<file path="config.mk">
export PLATFORM = sky130hd
export DESIGN_NAME = periodic_task_tick_dispatcher
export DESIGN_NICKNAME = d
export VERILOG_FILES = /design/src/ptd_pkg.sv /design/src/periodic_task_tick_dispatcher.sv
export VERILOG_INCLUDE_DIRS = /design/src /design/src/src
export SDC_FILE = /design/constraint.sdc
export NUM_CORES = 2
export LEC_CHECK = 0
export BUFFER_PORTS_ARGS = -buffer_cell sky130_fd_sc_hd__buf_4
export CAP_MARGIN = 10
export CORE_UTILIZATION = 36
export CTS_BUF_LIST = sky130_fd_sc_hd__clkbuf_16
export DETAILED_ROUTE_END_ITERATION = 6
export HOLD_SLACK_MARGIN = 0.03
export SLEW_MARGIN = 5
export SYNTH_ARGS = -nofsm -noshare
export SYNTH_HDL_FRONTEND = slang
export SYNTH_SLANG_ARGS = --single-unit
</file>
<file path="constraint.sdc">
create_clock -name clk -period 5.9 [get_ports clk]
set_input_delay 0.59 -clock clk [delete_from_list [all_inputs] [get_ports clk]]
set_output_delay 0.59 -clock clk [all_outputs]
set_load 0.01 [all_outputs]
</file>
<file path="src/periodic_task_tick_dispatcher_macros.svh">
// assertion helpers for the periodic task tick dispatcher
`ifndef PERIODIC_TASK_TICK_DISPATCHER_MACROS_SVH
`define PERIODIC_TASK_TICK_DISPATCHER_MACROS_SVH

// same-cycle implication, checked out of reset
`define PTD_ASSERT_NOW(label, ante, cons, msg) \
  label: assert property (@(posedge clk) disable iff (!rst_n) (ante) |-> (cons)) \
    else $error(msg);

// next-cycle implication, checked out of reset
`define PTD_ASSERT_NEXT(label, ante, cons, msg) \
  label: assert property (@(posedge clk) disable iff (!rst_n) (ante) |=> (cons)) \
    else $error(msg);

`endif

</file>
<file path="src/ptd_pkg.sv">
// ----------------------------------------------------------------------------
// ptd_pkg
// shared widths, codes and types of the periodic task tick dispatcher
// ----------------------------------------------------------------------------
`default_nettype none

package ptd_pkg;

  localparam int NUM_SLOTS  = 8;
  localparam int COUNT_BITS = 32;
  localparam int SLOT_W     = (NUM_SLOTS > 1) ? $clog2(NUM_SLOTS) : 1;

  localparam int OP_W       = 2;
  localparam int IDX_W      = 3;
  localparam int PERIOD_W   = 32;
  localparam int MASK_W     = 8;
  localparam int SLOT_OUT_W = 3;
  localparam int STATUS_W   = 2;

  typedef logic [OP_W-1:0]       op_t;
  typedef logic [STATUS_W-1:0]   status_t;
  typedef logic [COUNT_BITS-1:0] count_t;
  typedef logic [SLOT_W-1:0]     slot_idx_t;

  localparam op_t OP_TICK    = 2'd0;
  localparam op_t OP_CREATE  = 2'd1;
  localparam op_t OP_ENABLE  = 2'd2;
  localparam op_t OP_DISABLE = 2'd3;

  localparam status_t ST_OK        = 2'd0;
  localparam status_t ST_FULL      = 2'd1;
  localparam status_t ST_INIT_FAIL = 2'd2;

  localparam count_t CNT_MAX = {COUNT_BITS{1'b1}};

endpackage

`default_nettype wire

</file>
<file path="src/periodic_task_tick_dispatcher.sv">
// ----------------------------------------------------------------------------
// periodic_task_tick_dispatcher
// table of periodic task slots driven by tick, create, enable and disable items
// ----------------------------------------------------------------------------
// One item is accepted per clock cycle while in_stall is low, and each item
// gives exactly one result. An accepted item is held in an input register; the
// slot table is updated and the result register loaded when the item advances,
// so a result passes through the input register and then the result register.
// The per-item work is one parallel pass over all slot counters (increment,
// saturate, compare against the period) plus a lowest-free-slot search, all
// between the input register and the result register. A stall on the output
// holds both registers and is passed back to the input as in_stall.
`default_nettype none

`include "periodic_task_tick_dispatcher_macros.svh"

module periodic_task_tick_dispatcher (
  input  wire logic                              clk,
  input  wire logic                              rst_n,
  input  wire logic                              in_valid,
  output logic                                   in_stall,
  input  wire logic [ptd_pkg::OP_W-1:0]          in_operation,
  input  wire logic [ptd_pkg::IDX_W-1:0]         in_slot_index,
  input  wire logic [ptd_pkg::PERIOD_W-1:0]      in_period,
  input  wire logic                              in_init_present,
  input  wire logic                              in_init_ok,
  output logic                                   out_valid,
  input  wire logic                              out_stall,
  output logic [ptd_pkg::MASK_W-1:0]             out_fire_mask,
  output logic [ptd_pkg::SLOT_OUT_W-1:0]         out_slot,
  output logic [ptd_pkg::STATUS_W-1:0]           out_status
);

  import ptd_pkg::*;

  // input register
  logic             s1_valid_r;
  op_t              op_r;
  logic [IDX_W-1:0] idx_r;
  count_t           period_in_r;
  logic             init_present_r;
  logic             init_ok_r;

  // slot table
  logic [NUM_SLOTS-1:0] in_use_r, in_use_nxt;
  logic [NUM_SLOTS-1:0] enabled_r, enabled_nxt;
  count_t               period_r [NUM_SLOTS];
  count_t               period_nxt [NUM_SLOTS];
  count_t               count_r [NUM_SLOTS];
  count_t               count_nxt [NUM_SLOTS];
  count_t               cnt_inc [NUM_SLOTS];

  // result register
  logic                  out_valid_r;
  logic [MASK_W-1:0]     fire_mask_r, fire_mask_nxt;
  logic [SLOT_OUT_W-1:0] slot_r, slot_nxt;
  status_t               status_r, status_nxt;

  logic                 adv;
  logic                 in_accept;
  logic [NUM_SLOTS-1:0] fire_vec;
  logic                 claim_found;
  slot_idx_t            claim_idx;

  assign adv       = s1_valid_r && (!out_valid_r || !out_stall);
  assign in_stall  = s1_valid_r && !adv;
  assign in_accept = in_valid && !in_stall;

  // saturating increment per slot
  always_comb begin
    for (int i = 0; i < NUM_SLOTS; i++) begin
      cnt_inc[i] = (count_r[i] == CNT_MAX) ? count_r[i] : count_r[i] + COUNT_BITS'(1);
    end
  end

  // lowest free slot
  always_comb begin
    claim_found = 1'b0;
    claim_idx   = '0;
    for (int i = 0; i < NUM_SLOTS; i++) begin
      if (!claim_found && !in_use_r[i]) begin
        claim_found = 1'b1;
        claim_idx   = SLOT_W'(i);
      end
    end
  end

  always_comb begin
    in_use_nxt    = in_use_r;
    enabled_nxt   = enabled_r;
    period_nxt    = period_r;
    count_nxt     = count_r;
    fire_vec      = '0;
    slot_nxt      = '0;
    status_nxt    = ST_OK;
    case (op_r)
      OP_TICK: begin
        for (int i = 0; i < NUM_SLOTS; i++) begin
          if (in_use_r[i] && enabled_r[i]) begin
            if (cnt_inc[i] >= period_r[i]) begin
              fire_vec[i]  = 1'b1;
              count_nxt[i] = '0;
            end else begin
              count_nxt[i] = cnt_inc[i];
            end
          end
        end
      end
      OP_CREATE: begin
        if (claim_found) begin
          in_use_nxt[claim_idx]  = 1'b1;
          enabled_nxt[claim_idx] = 1'b1;
          period_nxt[claim_idx]  = period_in_r;
          count_nxt[claim_idx]   = '0;
          slot_nxt               = SLOT_OUT_W'(claim_idx);
          status_nxt             = (init_present_r && !init_ok_r) ? ST_INIT_FAIL : ST_OK;
        end else begin
          status_nxt = ST_FULL;
        end
      end
      OP_ENABLE: begin
        for (int i = 0; i < NUM_SLOTS; i++) begin
          if (32'(idx_r) == i) begin
            enabled_nxt[i] = 1'b1;
            count_nxt[i]   = period_r[i];
          end
        end
      end
      default: begin
        for (int i = 0; i < NUM_SLOTS; i++) begin
          if (32'(idx_r) == i) begin
            enabled_nxt[i] = 1'b0;
          end
        end
      end
    endcase
    fire_mask_nxt = MASK_W'(fire_vec);
  end

  always_ff @(posedge clk) begin
    if (!rst_n) begin
      s1_valid_r <= 1'b0;
    end else if (in_accept) begin
      s1_valid_r <= 1'b1;
    end else if (adv) begin
      s1_valid_r <= 1'b0;
    end
  end

  always_ff @(posedge clk) begin
    if (in_accept) begin
      op_r           <= in_operation;
      idx_r          <= in_slot_index;
      period_in_r    <= COUNT_BITS'(in_period);
      init_present_r <= in_init_present;
      init_ok_r      <= in_init_ok;
    end
  end

  always_ff @(posedge clk) begin
    if (!rst_n) begin
      in_use_r  <= '0;
      enabled_r <= '0;
      for (int i = 0; i < NUM_SLOTS; i++) begin
        period_r[i] <= '0;
        count_r[i]  <= '0;
      end
    end else if (adv) begin
      in_use_r  <= in_use_nxt;
      enabled_r <= enabled_nxt;
      period_r  <= period_nxt;
      count_r   <= count_nxt;
    end
  end

  always_ff @(posedge clk) begin
    if (!rst_n) begin
      out_valid_r <= 1'b0;
    end else if (adv) begin
      out_valid_r <= 1'b1;
    end else if (!out_stall) begin
      out_valid_r <= 1'b0;
    end
  end

  always_ff @(posedge clk) begin
    if (adv) begin
      fire_mask_r <= fire_mask_nxt;
      slot_r      <= slot_nxt;
      status_r    <= status_nxt;
    end
  end

  assign out_valid     = out_valid_r;
  assign out_fire_mask = fire_mask_r;
  assign out_slot      = slot_r;
  assign out_status    = status_r;

  `PTD_ASSERT_NOW(a_stall_needs_item, in_stall, s1_valid_r && out_valid_r, "input stalled with no item held")
  `PTD_ASSERT_NOW(a_full_means_all_used, adv && op_r == OP_CREATE && status_nxt == ST_FULL, &in_use_r, "table full reported with a free slot")
  `PTD_ASSERT_NEXT(a_create_claims, adv && op_r == OP_CREATE && claim_found, in_use_r != $past(in_use_r), "create did not claim a slot")

endmodule

`default_nettype wire
</file>
== Word level (Yosys, flattened, before mapping) ==
Index checks and enable logic that the tools add are counted.
Storage, ports and cells
  input bits: 43
  output and inout port bits: 15
  logic and storage cells: 268
  flip-flop bits (word level): 582
Operators by class
  reduce and logical (&&, ||, !) cells: 78
  muxes and demuxes: 86
  $lt $le $gt $ge: 12
  eq/ne operators: 35
  bitwise logic cells: 6
  $add $sub $neg: 8
Operators by type and width (count)
  32-bit two-way mux: 33
  256-bit one-hot mux with 3 select lines: 1
  32-bit by 1-bit adder with 32-bit output (second input constant): 8
  256-bit AND: 1
  256-bit bitwise mux: 1
  32-bit equality test (second input constant): 8
  32-bit >= comparator: 8
  256-bit two-way mux: 1
  256-bit inverter: 1
  32-bit demux with 3-bit select: 1
  5-bit AND reduction: 16
  1-bit two-way mux: 39
  2-bit inequality test (second input constant): 17
  8-bit one-hot mux with 3 select lines: 1
  1-bit logical AND: 21
  1-bit logical NOT: 18
  3-bit two-way mux: 6
  2-bit AND reduction: 9
  2-bit nonzero test: 9
  8-bit bitwise OR: 2
  3-bit equality test (second input constant): 4
  8-bit two-way mux: 1
  3-bit by 2-bit equality test with 1-bit output (second input constant): 2
  4-bit >= comparator (second input constant): 1
  16 further kinds: 16

== Longest topological paths before layout ==
  depth after elaboration: 30
  gate-level depth with buffers: 19

== Worst setup path before layout ==
Ideal clock, no wire load.
  path type: flip-flop to flip-flop
  from: register count_r[128] (netlist bit)
  to: register count_r[143] (netlist bit)
  cell stages (with the launch flop): 18
  slack: 1484 ps
  required time: 5778 ps
  library setup time: 122 ps
  data arrival time: 4294 ps
  clock period less this slack: 4416 ps
  path through: dfxtp_1 -> ha_1 -> and2_1 -> and4_1 -> and4_1 -> nor4_2 -> or3b_2 -> xnor2_1 -> ha_1 -> nand3_1 -> or3_1 -> o21ai_0 -> nor4b_1 -> a31oi_1 -> or2_2 -> clkbuf_1 -> a21oi_1 -> a221o_1
On the way
  word-level cells in the longest chain between the ends: 6
RTL lines
  from (decl): line periodic_task_tick_dispatcher.sv:49  | count_t count_r [NUM_SLOTS];
  from (signal assigned): line periodic_task_tick_dispatcher.sv:172  | count_r <= count_nxt;
  32-bit by 1-bit adder with 32-bit output or 32-bit equality test (tied branches): line periodic_task_tick_dispatcher.sv:72  | cnt_inc[i] = (count_r[i] == CNT_MAX) ? count_r[i] : count_r[i] + COUNT_BITS'(1);
  32-bit two-way mux (*): line periodic_task_tick_dispatcher.sv:72
  32-bit >= comparator: line periodic_task_tick_dispatcher.sv:100  | if (cnt_inc[i] >= period_r[i]) begin
  32-bit two-way mux (*): line periodic_task_tick_dispatcher.sv:100
  32-bit two-way mux (*): line periodic_task_tick_dispatcher.sv:99  | if (in_use_r[i] && enabled_r[i]) begin
  256-bit one-hot mux with 3 select lines (*): line periodic_task_tick_dispatcher.sv:96  | case (op_r)
Mark *: on every way between the ends. The rest lies on a longest branch, timed or not. The select of a mux whose other input is x is not followed.
A chain may end at the register's enable or synchronous reset.

== Final worst setup path ==
  from: register count_r[227] (netlist bit)
  to: register count_r[238] (netlist bit)
The elaborated chain is that of the path after synthesis.

==> run metrics <==
DRT Pass-1 Iters=7; Syn Area/Cell=7.49 um2; Post-CTS Repair Setup Buffers=0; Die W=324 um; RR Startpoint=count_r[227]; via count=35900; TritonCTS buffer count=70; Max rail drop VDD=247 uV; Initial DRC Count=3464; first-pass GRT wire length=196000 um; violated checks=DRC; Initial Utilization=36.4%; CP max stage cell=or4_1; Congestion Overflow GR=0; final-report setup violation count=0; Setup Skew=29.5 ps; routed wire length=127000 um; GP Congestion=0.906; Reg clk slew, reported paths=60 ps; Hold Path Origin=in_period[31]; Worst Path Buf+Inv=1; crit start category=register; ys async rst share=0%; gr usage total=23.8%; area growth from synthesis to layout=9.92%; H-tree level count=3; pre-CTS setup slack=845 ps; initial antenna violation count=9; number of flops mapped to enable cells by yosys=52; fmax=193 MHz; status=finished, violations left; WS Path Type=reg -> reg; Pwr Density=239 nW/um2; share of cells above drive strength 1=6.38%; Warnings, synthesis=0; endpoints failing hold=0; top cells by area, synth=dfxtp_1, nand2_1, ha_1, a21oi_1, o21ai_0; CP Cell Sequence=nand4_1 > or4_1 > nor3_2 > nor2b_1 > nand3_1 > xnor2_1 > ha_1 > a21o_1 > a21o_1 > a2111oi_0 > o21a_1 > o21ai_0 > nor3_2 > buf_4 > a221oi_1 > a211oi_1; synth cell count leaders=nand2_1, dfxtp_1, a21oi_1; RSZ-0062 raised after global routing=no; WP data required=6420 ps; Residual DRC=1; Post-Syn Instances=4967; Critical Path AT=5700 ps; CTS Hold Bufs=0; max_slew headroom=17.3%; die area=105000 um2; register area share after synthesis=32.7%; core outline area=102000 um2; Mapped Area=37200 um2; via-per-instance ratio=5.74; Worst-Skew Late Latency=630 ps; Most used DFF post-synth=dfxtp_1; crit end category=register; Wirelength per Cell=20.4 um; Tcrit/Tclk final=87.9%; io pins=58; largest area contributor in the netlist=dfxtp_1; Mapped Nets=5277; Routed Antenna Nets=0; Final min period=5190 ps; post-cts sizing count=0; clock root cell=clkbuf_16; max_cap viols=0; Die H=324 um; fin nets=5129; P_leak=14.6 nW; share of the synthesized area in the top cell type=28.5%; DP HPWL=80900 um; most frequent cell after synthesis=nand2_1; CP startpoint=count_r[227]; IO buf count=57; HP Class=in -> reg; Core Rows=117; clk buf depth=3; setup tns final=0 ps; CTS tree=built; fin worst setup slack=711 ps; # clock sinks=582; delay of the slowest cell on the worst path=680 ps; measured slew at the worst slew-check pin=1240 ps; Cell variety after synth=87; Max Slew Vio Count=0; Worst Path Max Fanout=22; crit-path leading delay family=simple AND/OR/NAND/NOR gates; vias in the first global route=33500; #FFs+latches synth=582; largest net degree at the start of global routing=153
-- report_power, final --
part           internal [mW]  switching (mW)  leakage, nW  total [mW]
Sequential              4.07           0.183         4.78        4.25
Clock                   2.51            1.84         1.17        4.35
Combinational          0.376           0.819         8.68        1.19
Total                   6.96            2.84         14.6        9.80
-- placed cells by master, fill, tap and decap left out, types with 43 or more instances in the layout --
cell and count:
a21oi_1 514, a221oi_1 84, a22oi_1 87, and3_1 53, buf_4 137, clkbuf_16 75
dfxtp_1 530, edfxtp_1 52, ha_1 265, inv_1 316, nand2_1 893, nand2b_1 43
nand3_1 140, nand4_1 126, nor2_1 295, nor3_1 90, o21ai_0 372, xnor2_1 165
xor2_1 76
-- metrics by stage --
step                      total power [mW]  utilization (%)  std cells  hold slack (ps)  cell area (um2)
after floorplan                       4.99                -       4967              436            37200
after global placement                5.49             37.8       6114              442            38600
after detailed placement              5.50             37.8       6114              446            38600
after CTS                             9.84             40.0       6242              120            40900
after global routing                  10.1             40.0       6243              136            40900
final                                 9.80             40.0       6244              145            40900
-- sequential cells by signal (all words and copies together) (netlist names) --
name	count
count_r	256
period_r	256
period_in_r	32
enabled_r	8
in_use_r	8
out_fire_mask	8
idx_r	3
out_slot	3
op_r	2
out_status	2
init_ok_r	1
init_present_r	1
out_valid	1
s1_valid_r	1
-- per-layer routing --
metal  GRT usage (%)  wire length, um  vias up
met5               0                0        -
met4            7.85             3900        0
met1            33.3            57200    17200
met2            37.8            56000     1330
met3            2.95            10000      202
li1                -                -    17200
-- worst register-to-register path: stages (launching register included) --
cell	delay [ps]
dfxtp_1	460
nand4_1	210
or4_1	680
nor3_2	450
nor2b_1	220
nand3_1	150
xnor2_1	150
ha_1	280
a21o_1	180
a21o_1	160
a2111oi_0	480
o21a_1	250
o21ai_0	150
nor3_2	460
buf_4	400
a221oi_1	150
a211oi_1	240
-- final timing paths --
check / to / depth (start not counted) / slack (ps)
hold reg to reg: period_r[118] / 2 / 450
setup reg to reg: count_r[238] / 16 / 710
setup / recovery: count_r[238] / 16 / 710
hold / removal: period_in_r[31] / 1 / 140
-- area by class of cell --
| cell class | instances | area, um2 |
|---|---|---|
| Fill cell | 10600 | 61300 |
| Inverter | 304 | 1150 |
| Clock buffer | 75 | 1880 |
| Timing Repair Buffer | 141 | 1110 |
| Multi-Input combinational cell | 3720 | 22500 |
| Antenna cell | 1 | 2.50 |
| Tap cell | 1368 | 1710 |
| Clock inverter | 53 | 382 |
| Sequential cell | 582 | 12200 |
-- cells by family after synthesis --
group                      after synthesis  share of synthesized area, %
AOI/OAI and AO/OA                     1339                          22.0
xor gates and xnor gates               241                          5.67
adders and majority gates              267                          8.97
buffers and inverters                  665                          7.13
DFF                                    582                          32.7
muxes                                   33                         0.921
and+or+nand+nor                       1840                          22.6
Power figures use the tool's default switching activity.
